`config.mk`:
```
export PLATFORM = sky130hd
export DESIGN_NAME = multi_slot_timer_bank_core
export DESIGN_NICKNAME = d
export VERILOG_FILES = /design/src/sv/mstb_pkg.sv /design/src/sv/multi_slot_timer_bank_core.sv /design/src/sv/mstb_ram.sv /design/src/sv/mstb_rsp_stage.sv
export SDC_FILE = /design/constraint.sdc
export NUM_CORES = 2
export LEC_CHECK = 0
export BUFFER_PORTS_ARGS = -buffer_cell sky130_fd_sc_hd__buf_2
export CAP_MARGIN = 15
export CORE_MARGIN = 2
export CORE_UTILIZATION = 55
export CTS_BUF_LIST = sky130_fd_sc_hd__clkbuf_8
export DETAILED_ROUTE_END_ITERATION = 10
export PLACE_DENSITY = 0.69
export SYNTH_ARGS = -nofsm -noshare
export SYNTH_HDL_FRONTEND = slang
export SYNTH_SLANG_ARGS = --single-unit
```
`constraint.sdc`:
```
create_clock -name clock -period 8.8 [get_ports clock]
set_input_delay 1.76 -clock clock [delete_from_list [all_inputs] [get_ports clock]]
set_output_delay 1.76 -clock clock [all_outputs]
set_load 0.03 [all_outputs]
```
`src/sv/mstb_pkg.sv`:
```
`default_nettype none

package mstb_pkg;

   localparam int SLOTS       = 8;
   localparam int MAX_RESULTS = 8;
   localparam int TICK_BITS   = 32;
   localparam int IDX_W       = (SLOTS > 1) ? $clog2(SLOTS) : 1;
   localparam int CNT_W       = $clog2(MAX_RESULTS + 1);
   localparam int CSR_IDX_W   = 1;
   localparam int CSR_DATA_W  = 16;

   localparam logic [IDX_W-1:0] LAST_IDX = IDX_W'(SLOTS - 1);

   localparam logic [15:0] TICK_SCALE_RESET = 16'd1000;
   localparam logic [15:0] MAX_PERIOD_RESET = 16'hFFFF;

   localparam logic [CSR_IDX_W-1:0] CSR_TICK_SCALE = 1'b0;
   localparam logic [CSR_IDX_W-1:0] CSR_MAX_PERIOD = 1'b1;

   typedef enum logic [2:0] {
      CMD_ALLOC = 3'd0,
      CMD_START = 3'd1,
      CMD_STOP  = 3'd2,
      CMD_FREE  = 3'd3,
      CMD_TICK  = 3'd4
   } cmd_type;

   typedef enum logic [1:0] {
      ST_OK       = 2'd0,
      ST_BAD      = 2'd1,
      ST_FULL     = 2'd2,
      ST_NOTFOUND = 2'd3
   } status_type;

   typedef enum logic [1:0] {
      EV_FIRE   = 2'd0,
      EV_FINAL  = 2'd1,
      EV_SINGLE = 2'd2
   } ev_kind_type;

   typedef enum logic [1:0] {
      S_IDLE   = 2'd0,
      S_SCAN   = 2'd1,
      S_FINISH = 2'd2
   } state_type;

   // static part of a slot, written by allocate only
   typedef struct packed {
      logic [7:0]  handle;
      logic [15:0] period;
      logic        reload;
      logic [31:0] word;
      logic [15:0] tag;
   } rec_type;

   localparam int REC_W = $bits(rec_type);

   // event handed from the sequencer to the response stage
   typedef struct packed {
      ev_kind_type kind;
      status_type  status;
      logic [7:0]  handle;
      logic [31:0] word;
      logic [15:0] tag;
   } ev_type;

endpackage

`default_nettype wire

```
`src/sv/multi_slot_timer_bank_core.sv`:
```
`default_nettype none
// Channel   Direction  Handshake              Payload
// req_*     in         req_valid / req_ready  cmd, handle, period, reload, user_word,
//                                             user_tag, now
// rsp_*     out        rsp_valid / rsp_ready  status, fired, fired_handle, fired_word,
//                                             fired_tag, last
// csr_*     in         csr_we                 csr_index, csr_wdata (write only)
//
// A request is accepted in S_IDLE; S_SCAN then reads one slot of the slot memory per
// cycle unless a held expiry stalls it, and S_FINISH closes the request.
// From the second expiry of a tick on, and in the closing cycle, a full output
// register with rsp_ready low holds the scan for as long as the stall lasts.
// Reset clears slot used/running bits and the control state; slot memories are
// not cleared and need no clearing pass.
// A new request is taken while the previous response still waits in the output register.

module multi_slot_timer_bank_core
   import mstb_pkg::*;
(
   input  wire logic                  clock,
   input  wire logic                  reset,
   input  wire logic                  req_valid,
   output logic                       req_ready,
   input  wire logic [2:0]            req_cmd,
   input  wire logic [7:0]            req_handle,
   input  wire logic [15:0]           req_period,
   input  wire logic                  req_reload,
   input  wire logic [31:0]           req_user_word,
   input  wire logic [15:0]           req_user_tag,
   input  wire logic [31:0]           req_now,
   output logic                       rsp_valid,
   input  wire logic                  rsp_ready,
   output logic [1:0]                 rsp_status,
   output logic                       rsp_fired,
   output logic [7:0]                 rsp_fired_handle,
   output logic [31:0]                rsp_fired_word,
   output logic [15:0]                rsp_fired_tag,
   output logic                       rsp_last,
   input  wire logic                  csr_we,
   input  wire logic [CSR_IDX_W-1:0]  csr_index,
   input  wire logic [CSR_DATA_W-1:0] csr_wdata
);

   state_type state_ff, state_in;

   logic [2:0]           cmd_ff;
   logic [7:0]           handle_ff;
   logic [15:0]          period_ff;
   logic                 reload_ff;
   logic [31:0]          word_ff;
   logic [15:0]          tag_ff;
   logic [TICK_BITS-1:0] now_ff;

   logic [15:0] tick_scale_ff;
   logic [15:0] max_period_ff;

   logic [SLOTS-1:0] used_ff, used_in;
   logic [SLOTS-1:0] running_ff, running_in;

   logic [IDX_W-1:0] iss_idx_ff, iss_idx_in;
   logic             scan_iss_ff, scan_iss_in;
   logic             chk_vld_ff, chk_vld_in;
   logic [IDX_W-1:0] chk_idx_ff, chk_idx_in;
   logic             found_ff, found_in;
   logic [IDX_W-1:0] found_idx_ff, found_idx_in;
   logic [15:0]      found_period_ff, found_period_in;
   logic [CNT_W-1:0] n_ff, n_in;

   logic                 wb_vld_ff, wb_vld_in;
   logic [IDX_W-1:0]     wb_idx_ff, wb_idx_in;
   logic [TICK_BITS-1:0] prod_ff, prod_in;

   logic                 rd_en;
   rec_type              rec_rd;
   logic [TICK_BITS-1:0] tgt_rd;
   logic                 wa_we;
   logic [IDX_W-1:0]     wa_idx;
   rec_type              wa_data;
   logic [TICK_BITS-1:0] wb_data;

   logic [15:0]          mul_period;
   logic [TICK_BITS-1:0] product;
   logic                 hit;
   logic                 fire;
   logic                 any_free;
   logic [IDX_W-1:0]     free_idx;
   logic [IDX_W-1:0]     alloc_idx;

   logic   ev_valid;
   ev_type ev;
   logic   ev_ready;

   // ---------------------------------------------------------------- slot memories
   mstb_ram #(.WIDTH(REC_W), .DEPTH(SLOTS)) u_rec_ram (
      .clock (clock),
      .we    (wa_we),
      .waddr (wa_idx),
      .wdata (wa_data),
      .re    (rd_en),
      .raddr (iss_idx_ff),
      .rdata (rec_rd)
   );

   mstb_ram #(.WIDTH(TICK_BITS), .DEPTH(SLOTS)) u_tgt_ram (
      .clock (clock),
      .we    (wb_vld_ff),
      .waddr (wb_idx_ff),
      .wdata (wb_data),
      .re    (rd_en),
      .raddr (iss_idx_ff),
      .rdata (tgt_rd)
   );

   assign wa_data = '{handle: handle_ff, period: period_ff, reload: reload_ff,
                      word: word_ff, tag: tag_ff};
   assign wb_data = now_ff + prod_ff;

   // one shared 16x16 multiplier: slot period during a tick, found period on start
   assign mul_period = (state_ff == S_SCAN) ? rec_rd.period : found_period_ff;
   assign product    = TICK_BITS'({16'd0, mul_period} * {16'd0, tick_scale_ff});

   assign hit  = chk_vld_ff && used_ff[chk_idx_ff] && (rec_rd.handle == handle_ff);
   assign fire = chk_vld_ff && (cmd_ff == CMD_TICK) && (n_ff < CNT_W'(MAX_RESULTS))
                 && used_ff[chk_idx_ff] && running_ff[chk_idx_ff] && (now_ff >= tgt_rd);

   always_comb begin
      any_free = 1'b0;
      free_idx = '0;
      for (int k = SLOTS - 1; k >= 0; k--) begin
         if (!used_ff[k]) begin
            any_free = 1'b1;
            free_idx = IDX_W'(k);
         end
      end
   end

   assign alloc_idx = found_ff ? found_idx_ff : free_idx;

   // ---------------------------------------------------------------- sequencer
   always_comb begin
      state_in        = state_ff;
      used_in         = used_ff;
      running_in      = running_ff;
      iss_idx_in      = iss_idx_ff;
      scan_iss_in     = scan_iss_ff;
      chk_vld_in      = chk_vld_ff;
      chk_idx_in      = chk_idx_ff;
      found_in        = found_ff;
      found_idx_in    = found_idx_ff;
      found_period_in = found_period_ff;
      n_in            = n_ff;
      wb_vld_in       = 1'b0;
      wb_idx_in       = wb_idx_ff;
      prod_in         = prod_ff;
      rd_en           = 1'b0;
      wa_we           = 1'b0;
      wa_idx          = alloc_idx;
      ev_valid        = 1'b0;
      ev              = '0;
      req_ready       = (state_ff == S_IDLE);

      unique case (state_ff)
         S_IDLE: begin
            if (req_valid) begin
               state_in    = S_SCAN;
               iss_idx_in  = '0;
               scan_iss_in = 1'b1;
               chk_vld_in  = 1'b0;
               found_in    = 1'b0;
               n_in        = '0;
            end
         end

         S_SCAN: begin
            ev_valid  = fire;
            ev.kind   = EV_FIRE;
            ev.status = ST_OK;
            ev.handle = rec_rd.handle;
            ev.word   = rec_rd.word;
            ev.tag    = rec_rd.tag;
            // hold the whole read pipe while an expiry cannot be handed on
            if (!(fire && !ev_ready)) begin
               rd_en      = scan_iss_ff;
               chk_vld_in = scan_iss_ff;
               chk_idx_in = iss_idx_ff;
               if (scan_iss_ff) begin
                  iss_idx_in = iss_idx_ff + IDX_W'(1);
                  if (iss_idx_ff == LAST_IDX) begin
                     scan_iss_in = 1'b0;
                  end
               end
               if (hit && !found_ff) begin
                  found_in        = 1'b1;
                  found_idx_in    = chk_idx_ff;
                  found_period_in = rec_rd.period;
               end
               if (fire) begin
                  n_in = n_ff + CNT_W'(1);
                  if (rec_rd.reload) begin
                     wb_vld_in = 1'b1;
                     wb_idx_in = chk_idx_ff;
                     prod_in   = product;
                  end else begin
                     running_in[chk_idx_ff] = 1'b0;
                  end
               end
               if (chk_vld_ff && (chk_idx_ff == LAST_IDX)) begin
                  state_in = S_FINISH;
               end
            end
         end

         S_FINISH: begin
            ev_valid  = 1'b1;
            ev.kind   = EV_SINGLE;
            ev.status = ST_OK;
            unique case (cmd_ff)
               CMD_ALLOC: begin
                  if ((period_ff == 16'd0) || (period_ff > max_period_ff)) begin
                     ev.status = ST_BAD;
                  end else if (!found_ff && !any_free) begin
                     ev.status = ST_FULL;
                  end else if (ev_ready) begin
                     wa_we                 = 1'b1;
                     used_in[alloc_idx]    = 1'b1;
                     running_in[alloc_idx] = 1'b0;
                  end
               end
               CMD_START, CMD_STOP, CMD_FREE: begin
                  if (!found_ff) begin
                     ev.status = ST_NOTFOUND;
                  end else if (ev_ready) begin
                     if (cmd_ff == CMD_START) begin
                        // target is registered through prod_ff and wb_vld_ff before it is written to the memory
                        wb_vld_in                = 1'b1;
                        wb_idx_in                = found_idx_ff;
                        prod_in                  = product;
                        running_in[found_idx_ff] = 1'b1;
                     end else begin
                        running_in[found_idx_ff] = 1'b0;
                        if (cmd_ff == CMD_FREE) begin
                           used_in[found_idx_ff] = 1'b0;
                        end
                     end
                  end
               end
               CMD_TICK: begin
                  ev.kind = EV_FINAL;
               end
               default: begin
                  ev.status = ST_BAD;
               end
            endcase
            if (ev_ready) begin
               state_in = S_IDLE;
            end
         end

         default: begin
            state_in = S_IDLE;
         end
      endcase
   end

   always_ff @(posedge clock) begin
      if (reset) begin
         state_ff      <= S_IDLE;
         used_ff       <= '0;
         running_ff    <= '0;
         iss_idx_ff    <= '0;
         scan_iss_ff   <= 1'b0;
         chk_vld_ff    <= 1'b0;
         chk_idx_ff    <= '0;
         found_ff      <= 1'b0;
         n_ff          <= '0;
         wb_vld_ff     <= 1'b0;
         tick_scale_ff <= TICK_SCALE_RESET;
         max_period_ff <= MAX_PERIOD_RESET;
      end else begin
         state_ff    <= state_in;
         used_ff     <= used_in;
         running_ff  <= running_in;
         iss_idx_ff  <= iss_idx_in;
         scan_iss_ff <= scan_iss_in;
         chk_vld_ff  <= chk_vld_in;
         chk_idx_ff  <= chk_idx_in;
         found_ff    <= found_in;
         n_ff        <= n_in;
         wb_vld_ff   <= wb_vld_in;
         if (csr_we) begin
            unique case (csr_index)
               CSR_TICK_SCALE: tick_scale_ff <= csr_wdata;
               CSR_MAX_PERIOD: max_period_ff <= csr_wdata;
               default: ;
            endcase
         end
      end
   end

   always_ff @(posedge clock) begin
      found_idx_ff    <= found_idx_in;
      found_period_ff <= found_period_in;
      wb_idx_ff       <= wb_idx_in;
      prod_ff         <= prod_in;
      if (req_valid && req_ready) begin
         cmd_ff    <= req_cmd;
         handle_ff <= req_handle;
         period_ff <= req_period;
         reload_ff <= req_reload;
         word_ff   <= req_user_word;
         tag_ff    <= req_user_tag;
         now_ff    <= req_now;
      end
   end

   // ---------------------------------------------------------------- response stage
   mstb_rsp_stage u_rsp (
      .clock            (clock),
      .reset            (reset),
      .ev_valid         (ev_valid),
      .ev               (ev),
      .ev_ready         (ev_ready),
      .rsp_valid        (rsp_valid),
      .rsp_ready        (rsp_ready),
      .rsp_status       (rsp_status),
      .rsp_fired        (rsp_fired),
      .rsp_fired_handle (rsp_fired_handle),
      .rsp_fired_word   (rsp_fired_word),
      .rsp_fired_tag    (rsp_fired_tag),
      .rsp_last         (rsp_last)
   );

`ifndef ASSERT_OFF
   a_no_rw_same_slot: assert property (@(posedge clock) disable iff (reset)
      (wb_vld_ff && rd_en) |-> (wb_idx_ff != iss_idx_ff))
      else $error("target write and read hit the same slot");

   a_wb_done_by_accept: assert property (@(posedge clock) disable iff (reset)
      (req_valid && req_ready) |=> !wb_vld_ff)
      else $error("target write still pending after new request");

   a_chk_only_in_scan: assert property (@(posedge clock) disable iff (reset)
      chk_vld_ff |-> (state_ff == S_SCAN))
      else $error("check stage live outside scan");

   a_expiry_limit: assert property (@(posedge clock) disable iff (reset)
      n_ff <= CNT_W'(MAX_RESULTS))
      else $error("expiry count beyond limit");
`endif

endmodule

`default_nettype wire

```
`src/sv/mstb_ram.sv`:
```
`default_nettype none

module mstb_ram #(
   parameter int WIDTH = 8,
   parameter int DEPTH = 8
) (
   input  wire logic                                  clock,
   input  wire logic                                  we,
   input  wire logic [((DEPTH > 1) ? $clog2(DEPTH) : 1)-1:0] waddr,
   input  wire logic [WIDTH-1:0]                      wdata,
   input  wire logic                                  re,
   input  wire logic [((DEPTH > 1) ? $clog2(DEPTH) : 1)-1:0] raddr,
   output logic      [WIDTH-1:0]                      rdata
);

   logic [WIDTH-1:0] mem [DEPTH];
   logic [WIDTH-1:0] rd_data_ff;

   always_ff @(posedge clock) begin
      if (we) begin
         mem[waddr] <= wdata;
      end
   end

   // read data holds while re is low
   always_ff @(posedge clock) begin
      if (re) begin
         rd_data_ff <= mem[raddr];
      end
   end

   assign rdata = rd_data_ff;

endmodule

`default_nettype wire

```
`src/sv/mstb_rsp_stage.sv`:
```
`default_nettype none

module mstb_rsp_stage
   import mstb_pkg::*;
(
   input  wire logic        clock,
   input  wire logic        reset,
   input  wire logic        ev_valid,
   input  wire ev_type      ev,
   output logic             ev_ready,
   output logic             rsp_valid,
   input  wire logic        rsp_ready,
   output logic [1:0]       rsp_status,
   output logic             rsp_fired,
   output logic [7:0]       rsp_fired_handle,
   output logic [31:0]      rsp_fired_word,
   output logic [15:0]      rsp_fired_tag,
   output logic             rsp_last
);

   // an expiry is parked until the next one (or the end of the tick) tells us
   // whether it is the final result of the request
   logic        pend_vld_ff, pend_vld_in;
   logic [7:0]  pend_handle_ff, pend_handle_in;
   logic [31:0] pend_word_ff, pend_word_in;
   logic [15:0] pend_tag_ff, pend_tag_in;

   logic        rsp_valid_ff, rsp_valid_in;
   logic [1:0]  rsp_status_ff, rsp_status_in;
   logic        rsp_fired_ff, rsp_fired_in;
   logic [7:0]  rsp_handle_ff, rsp_handle_in;
   logic [31:0] rsp_word_ff, rsp_word_in;
   logic [15:0] rsp_tag_ff, rsp_tag_in;
   logic        rsp_last_ff, rsp_last_in;

   logic can_push;
   logic park_only;
   logic push;

   assign can_push  = !rsp_valid_ff || rsp_ready;
   assign park_only = (ev.kind == EV_FIRE) && !pend_vld_ff;
   assign ev_ready  = park_only || can_push;
   assign push      = ev_valid && ev_ready && !park_only;

   always_comb begin
      pend_vld_in    = pend_vld_ff;
      pend_handle_in = pend_handle_ff;
      pend_word_in   = pend_word_ff;
      pend_tag_in    = pend_tag_ff;
      rsp_status_in  = rsp_status_ff;
      rsp_fired_in   = rsp_fired_ff;
      rsp_handle_in  = rsp_handle_ff;
      rsp_word_in    = rsp_word_ff;
      rsp_tag_in     = rsp_tag_ff;
      rsp_last_in    = rsp_last_ff;
      rsp_valid_in   = rsp_valid_ff && !rsp_ready;

      if (push) begin
         rsp_valid_in = 1'b1;
         unique case (ev.kind)
            EV_FIRE, EV_FINAL: begin
               rsp_status_in = ST_OK;
               rsp_fired_in  = pend_vld_ff;
               rsp_handle_in = pend_vld_ff ? pend_handle_ff : 8'd0;
               rsp_word_in   = pend_vld_ff ? pend_word_ff : 32'd0;
               rsp_tag_in    = pend_vld_ff ? pend_tag_ff : 16'd0;
               rsp_last_in   = (ev.kind == EV_FINAL);
            end
            default: begin
               rsp_status_in = ev.status;
               rsp_fired_in  = 1'b0;
               rsp_handle_in = 8'd0;
               rsp_word_in   = 32'd0;
               rsp_tag_in    = 16'd0;
               rsp_last_in   = 1'b1;
            end
         endcase
      end

      if (ev_valid && ev_ready) begin
         if (ev.kind == EV_FIRE) begin
            pend_vld_in    = 1'b1;
            pend_handle_in = ev.handle;
            pend_word_in   = ev.word;
            pend_tag_in    = ev.tag;
         end else if (ev.kind == EV_FINAL) begin
            pend_vld_in = 1'b0;
         end
      end
   end

   always_ff @(posedge clock) begin
      if (reset) begin
         pend_vld_ff  <= 1'b0;
         rsp_valid_ff <= 1'b0;
      end else begin
         pend_vld_ff  <= pend_vld_in;
         rsp_valid_ff <= rsp_valid_in;
      end
   end

   always_ff @(posedge clock) begin
      pend_handle_ff <= pend_handle_in;
      pend_word_ff   <= pend_word_in;
      pend_tag_ff    <= pend_tag_in;
      rsp_status_ff  <= rsp_status_in;
      rsp_fired_ff   <= rsp_fired_in;
      rsp_handle_ff  <= rsp_handle_in;
      rsp_word_ff    <= rsp_word_in;
      rsp_tag_ff     <= rsp_tag_in;
      rsp_last_ff    <= rsp_last_in;
   end

   assign rsp_valid        = rsp_valid_ff;
   assign rsp_status       = rsp_status_ff;
   assign rsp_fired        = rsp_fired_ff;
   assign rsp_fired_handle = rsp_handle_ff;
   assign rsp_fired_word   = rsp_word_ff;
   assign rsp_fired_tag    = rsp_tag_ff;
   assign rsp_last         = rsp_last_ff;

`ifndef ASSERT_OFF
   a_final_clears_pend: assert property (@(posedge clock) disable iff (reset)
      (ev_valid && ev_ready && ev.kind == EV_FINAL) |=> !pend_vld_ff)
      else $error("parked expiry survived end of tick");

   a_fire_push_not_last: assert property (@(posedge clock) disable iff (reset)
      (ev_valid && ev_ready && ev.kind == EV_FIRE && pend_vld_ff)
      |=> (rsp_valid_ff && rsp_fired_ff && !rsp_last_ff))
      else $error("earlier expiry not pushed as non-final");

   a_final_push_last: assert property (@(posedge clock) disable iff (reset)
      (ev_valid && ev_ready && ev.kind != EV_FIRE) |=> (rsp_valid_ff && rsp_last_ff))
      else $error("closing response missing last");
`endif

endmodule

`default_nettype wire
```
* Word-level counts from Yosys, hierarchy flattened *
Memories as Yosys holds them, arrays and structs flattened. A register that Yosys moved wholly into a read port is not among the register bits.
Cells that the tools add are included.

operators by class
  add/subtract/negate cells = 3
  multiply operators = 1
  $lt $le $gt $ge = 9
  equal/unequal tests = 35
  mux-type cells = 116
  bitwise gates (word level) = 12
  reduce and logical (&&, ||, !) cells = 55

operators with widths
  operator              number
  $mux W32              7
  $mux W8               16
  $pmux W32 S2          1
  $mux W3               19
  $pmux W8 S2           3
  $mux W1               42
  $add A32 B32 Y32      1
  $and A8 B8 Y8         4
  $ge A32 B32 Y1        1
  $mul A16 B16 Y32      1
  $ne A2 B2 Y1 const B  15
  $not A8 Y8            3
  $logic_and A1 B1 Y1   19
  $gt A16 B16 Y1        1
  $logic_not A16 Y1     1
  $mux W16              1
  $mux W2               8
  $mux W4               4
  $or A8 B8 Y8          2
  $reduce_and A4 Y1     4
  $ne A3 B3 Y1 const B  5
  $lt A3 B4 Y1 const B  3
  $pmux W2 S3           2
  $pmux W3 S2           2
  other kinds (29)      66

word-level totals
  register bits after elaboration = 344
  memory bits (writable) = 840
  input bits = 130
  output and inout port bits = 62
  word-level logic and storage cells = 267
  memories kept = 2

memories
  memory         depth  width  read ports  clocked after Yosys merged registers in  wr ports  RTL line        source
  u_rec_ram.mem  8      73     1           1                                        1         mstb_ram.sv:16  logic [WIDTH-1:0] mem [DEPTH];
  u_tgt_ram.mem  8      32     1           1                                        1         mstb_ram.sv:16

* Longest topological paths before layout *
  depth in word-level cells = 24
  depth in mapped cells = 28
  gate-level depth less buffers = 25

* By module *
A second synthesis with hierarchy kept.

second synthesis, totals
  cell total of the unflattened synthesis = 3595
  area total of the unflattened synthesis = 59761.1 µm²

by module, submodules not included
  module                      times used  cells an instance  area each (µm²)  seq. area each (µm²)
  mstb_ram at u_rec_ram       1           929                24732.5          19728.9
  multi_slot_timer_bank_core  1           2055               20216.9          6145.9
  mstb_ram at u_tgt_ram       1           415                10786.6          8648.3
  mstb_rsp_stage              1           196                4025.1           3523.4

* Worst setup path after synthesis *
Ideal clock, no wire load.

  path type = reg2reg
  start = register chk_idx_ff[1]
  end = register u_rsp.rsp_fired_ff (netlist: u_rsp.rsp_fired), enable pin
  library setup time = 0.552 ns
  data arrival time = 6.331 ns
  data required time = 8.248 ns
  path slack = 1.917 ns
  cell stages (with the launch flop) = 11
  path buffers = 2
  clock period less this slack = 6.883 ns
  path through = dfxtp_1 > buf_6 > nor2b_1 > mux4_2 > or4_1 > nor4_2 > and2_1 > buf_6 > a21o_1 > nor2_1 > nor3_1

between the ends
  word-level cells in the longest chain between the ends = 8
  elaborated cells on any way between the ends = 10
  those cells by class = mux: 5; reduce/logical: 5

RTL lines
  what                                  RTL line                           source
  start, declared                       multi_slot_timer_bank_core.sv:63   logic [IDX_W-1:0] chk_idx_ff, chk_idx_in;
  start signal, assigned                multi_slot_timer_bank_core.sv:286  chk_idx_ff <= chk_idx_in;
  $bmux W1 S3                           multi_slot_timer_bank_core.sv:124  && used_ff[chk_idx_ff] && running_ff[chk_idx_ff] && (now_ff >= tgt_rd);
  $mux W1 (not written as such)         multi_slot_timer_bank_core.sv:124
  $logic_and A1 B1 Y1                   multi_slot_timer_bank_core.sv:124
  $logic_and A1 B1 Y1 (*) (2 in a row)  multi_slot_timer_bank_core.sv:124
  $pmux W1 S2 (*)                       multi_slot_timer_bank_core.sv:162  unique case (state_ff)
  $logic_and A1 B1 Y1 (*) (2 in a row)  mstb_rsp_stage.sv:43               assign push = ev_valid && ev_ready && !park_only;
  net u_rsp.push                        mstb_rsp_stage.sv:38               logic push;
  end signal, assigned                  mstb_rsp_stage.sv:107              rsp_fired_ff <= rsp_fired_in;
  end, declared                         mstb_rsp_stage.sv:30               logic rsp_fired_ff, rsp_fired_in;

The timed path passes the listed nets; every way through them passes the cells marked *. The select of a mux whose other input is x is not followed.
A chain may end at the register's enable or synchronous reset.

* Final worst setup path *
  start = register state_ff[1]
  end = register prod_ff[20] (data pin)

between the ends
  word-level cells in the longest chain between the ends = 8
  elaborated cells on any way between the ends = 12
  those cells by class = mul: 1; eq/ne: 2; mux: 9

RTL lines
  what                    RTL line                                                              source
  start, declared         multi_slot_timer_bank_core.sv:44                                      state_type state_ff, state_in;
  start signal, assigned  multi_slot_timer_bank_core.sv:280                                     state_ff <= state_in;
  $eq A2 B1 Y1            multi_slot_timer_bank_core.sv:119, multi_slot_timer_bank_core.sv:162
  $mux W16                multi_slot_timer_bank_core.sv:119                                     assign mul_period = (state_ff == S_SCAN) ? rec_rd.period : found_period_ff;
  $mul A16 B16 Y32        multi_slot_timer_bank_core.sv:120                                     assign product = TICK_BITS'({16'd0, mul_period} * {16'd0, tick_scale_ff});
  $mux W32                multi_slot_timer_bank_core.sv:233                                     if (cmd_ff == CMD_START) begin
  $mux W32                multi_slot_timer_bank_core.sv:232                                     end else if (ev_ready) begin
  $mux W32                multi_slot_timer_bank_core.sv:230                                     if (!found_ff) begin
  $mux W32                multi_slot_timer_bank_core.sv:217                                     unique case (cmd_ff)
  $pmux W32 S2 (*)        multi_slot_timer_bank_core.sv:162
  net prod_in[20]         multi_slot_timer_bank_core.sv:71                                      logic [TICK_BITS-1:0] prod_ff, prod_in;
  end signal, assigned    multi_slot_timer_bank_core.sv:304                                     prod_ff <= prod_in;
  end, declared           multi_slot_timer_bank_core.sv:71

Marked as above.

==> flow_metrics.env <==
export IMPL_grt_pass1_vias=32337
export IMPL_post_route_drc_count=0
export IMPL_clkLatencyLatePin_ns=0.89
export IMPL_syn_to_final_growth_pct=10.6
export IMPL_worstPathRequired_ns=9.40
export IMPL_tns_ns=0
export IMPL_setup_violations=0
export IMPL_ys_ff_latch=1289
export IMPL_setup_worst_path_end_class="register"
export IMPL_htree_levels=4
export IMPL_grtUsageTotal=0.232
export IMPL_cp_num_buf_inv=5
export IMPL_gr_total_overflow=0
export IMPL_postRouteWirelength_mm=124
export IMPL_syn_avg_cell_area_um2=16.4
export IMPL_hold_path_class="reg -> reg"
export IMPL_status="finished clean"
export IMPL_nets=4387
export IMPL_synth_area_leaders="edfxtp_1, mux4_2, fa_1, ha_1, and2_1"
export IMPL_yosysUniqueCellTypes=79
export IMPL_cts_tree="done"
export IMPL_dp_hpwl_mm=74.7
export IMPL_worstPathCellList="inv_1, ha_4, mux2_2, and2_1, fa_1, inv_1, fa_1, fa_1, fa_1, inv_1, fa_1, inv_1, fa_1, inv_1, ha_1, and3_1, and2_1, a21oi_1, nand2_1, a31oi_1, o21ai_0, a211o_1, a21oi_1, xnor2_1"
export IMPL_io_buffers=191
export IMPL_cts_setup_buffers=0
export IMPL_drt_pass1_iterations=6
export IMPL_num_rows=119
export IMPL_rsz0062_at_grt="false"
export IMPL_grt_pass1_wl_mm=189
export IMPL_post_place_cells=5060
export IMPL_io_pins=192
export IMPL_ys_seq_area_frac=0.647
export IMPL_synth_main_ff_cell="edfxtp_1"
export IMPL_die_area_um2=110000
export IMPL_layout_min_cycle_time_ns=7.13
export IMPL_ctsResizeCount=0
export IMPL_grt_max_degree=112
export IMPL_synth_nets=4109
export IMPL_yosysTopAreaCellShare=0.625
export IMPL_synth_edf_count=1223
export IMPL_synth_cells=3594
export IMPL_timing_fmax_ghz=0.140
export IMPL_ant_nets=0
export IMPL_critPathTopFamily="adder cells"
export IMPL_power_density_nw_per_um2=341
export IMPL_numCtsBuffers=201
export IMPL_yosysMostFrequentCell="edfxtp_1"
export IMPL_cts_sinks=1289
export IMPL_cts_max_path_buffers=3
export IMPL_die_w_um=331
export IMPL_arrival_ns=7.73
export IMPL_fin_skew_ns=0.0617
export IMPL_core_area_um2=106000
export IMPL_final_cells=5415
export IMPL_yosysWarnings=0
export IMPL_vias_per_cell=5.73
export IMPL_synth_common_cells="edfxtp_1, inv_1, nand2_1"
export IMPL_initial_core_util=0.556
export IMPL_path_class="reg -> reg"
export IMPL_async_flop_share=0
export IMPL_min_period_over_period=0.811
export IMPL_wl_per_cell_um=22.9
export IMPL_synth_area_leader_cell="edfxtp_1"
export IMPL_finalMaxSlewViolations=0
export IMPL_hold_violations=0
export IMPL_vdd_ir_drop_worst_mv=0.581
export IMPL_critPathLaunchType="register"
export IMPL_antenna_found_initial=7
export IMPL_slew_limit_headroom=0.225
export IMPL_vias=31043
export IMPL_crit_path_top_delay_cell="fa_1"
export IMPL_maxCapViolCount=0
export IMPL_cp_max_fo=27
export IMPL_netlist_area_um2=58800
export IMPL_fillers=7831
export IMPL_place_congestion=0.867
export IMPL_holdBufCountCts=0
export IMPL_path_common_cell="fa_1"
export IMPL_tightestPinTransition_ns=1.16
export IMPL_drive_gt1_frac=0.213
export IMPL_dieHeight_um=331
export IMPL_max_stage_delay_ns=0.54
export IMPL_leakage_nw=23.4
export IMPL_drtIter0Drc=2588
export IMPL_cts_root_buf="clkbuf_8"
export IMPL_path_clk_slew_ns=0.06
-- logic make-up after synthesis --
| logic type | after synthesis | synth area share |
|---|---|---|
| buffers and inverters | 448 | 0.0289 |
| muxes | 341 | 0.106 |
| AOI/OAI and AO/OA | 327 | 0.0373 |
| DFF | 1289 | 0.647 |
| xor gates and xnor gates | 64 | 0.00954 |
| adders and majority gates | 385 | 0.107 |
| and+or+nand+nor | 740 | 0.0644 |
-- report_power, final --
part	internal (mW)	switching, mW	leakage, nW
registers	8.11	0.314	11.5
logic	3.80	5.28	9.79
clock network	2.38	2.28	2.13
total	14.3	7.88	23.4
-- final timing paths --
check	from	to	slack [ns]	cells past startpoint
max reg2reg	state_ff[1]$_SDFFE_PP0P_	prod_ff[20]$_DFFE_PP_	1.67	24
min reg2reg	u_rec_ram.rdata[50]$_DFFE_PP_	found_period_ff[1]$_DFFE_PP_	0.44	0
max	state_ff[1]$_SDFFE_PP0P_	prod_ff[20]$_DFFE_PP_	1.67	24
min	u_rec_ram.rdata[50]$_DFFE_PP_	found_period_ff[1]$_DFFE_PP_	0.44	0
-- sequential cells by signal, summed over array words and instances, names as in the netlist, 4 cells and up, named ones only --
register                flops
u_rsp.rsp_fired_handle      8
u_rec_ram.mem             584
handle_ff                   8
found_period_ff            16
prod_ff                    32
tick_scale_ff              16
u_rsp.pend_tag_ff          16
u_rec_ram.rdata            73
n_ff                        4
now_ff                     32
max_period_ff              16
u_tgt_ram.mem             256
u_rsp.rsp_fired_tag        16
u_tgt_ram.rdata            32
period_ff                  16
used_ff                     8
tag_ff                     16
u_rsp.pend_handle_ff        8
u_rsp.rsp_fired_word       32
word_ff                    32
u_rsp.pend_word_ff         32
-- metal layers --
| metal | up-vias | track usage | wire (um) |
|---|---|---|---|
| met5 | - | 0 | 24 |
| met4 | 4 | 0.0722 | 2920 |
| met3 | 217 | 0.0428 | 7660 |
| met2 | 1013 | 0.379 | 60700 |
| met1 | 15869 | 0.322 | 52900 |
| li1 | 13940 | - | - |
-- cell usage in the layout (no fill, tap or decap), types with 127 or more instances in the layout --
cell,n
mux4_2,211
buf_2,191
ha_1,189
and2_1,236
inv_1,360
nand2_1,246
clkbuf_8,205
mux2_2,127
fa_1,195
edfxtp_1,1223
-- worst register-to-register path: cells and delay by family, from the launching register on --
| kind | cells | cell delay (ns) |
|---|---|---|
| flip-flops | 1 | 0.34 |
| adder cells (fa/ha/maj) | 8 | 3.70 |
| AND/OR/NAND/NOR | 4 | 0.73 |
| multiplexers | 1 | 0.54 |
| buffers and inverters | 5 | 0.32 |
| AO/OA/AOI/OAI | 5 | 1.20 |
| XOR/XNOR | 1 | 0.08 |
-- cell type report --
cell class	count	area [um2]	area share
inverter	300	1130	0.0173
timing repair buffer	223	1230	0.0190
antenna	3	7.51	0.000115
tap	1391	1740	0.0268
multi-input combinational	1857	19200	0.295
sequential	1289	38100	0.585
clock buffer	205	2820	0.0434
clock inverter	147	882	0.0136
-- per-stage QoR --
| step | util | total power, mW | hold slack [ns] | setup slack (ns) | cell area, um2 |
|---|---|---|---|---|---|
| floorplan | - | 15.5 | 0.420 | 1.92 | 58800 |
| global placement | 0.580 | 17.5 | 0.434 | 1.79 | 61300 |
| detailed placement | 0.580 | 17.7 | 0.437 | 1.65 | 61300 |
| CTS | 0.615 | 22.4 | 0.429 | 1.65 | 65000 |
| global route | 0.615 | 23.9 | 0.457 | 1.25 | 65000 |
| finish | 0.615 | 22.2 | 0.441 | 1.67 | 65000 |
No activity file was read; power rests on OpenSTA's default activity.
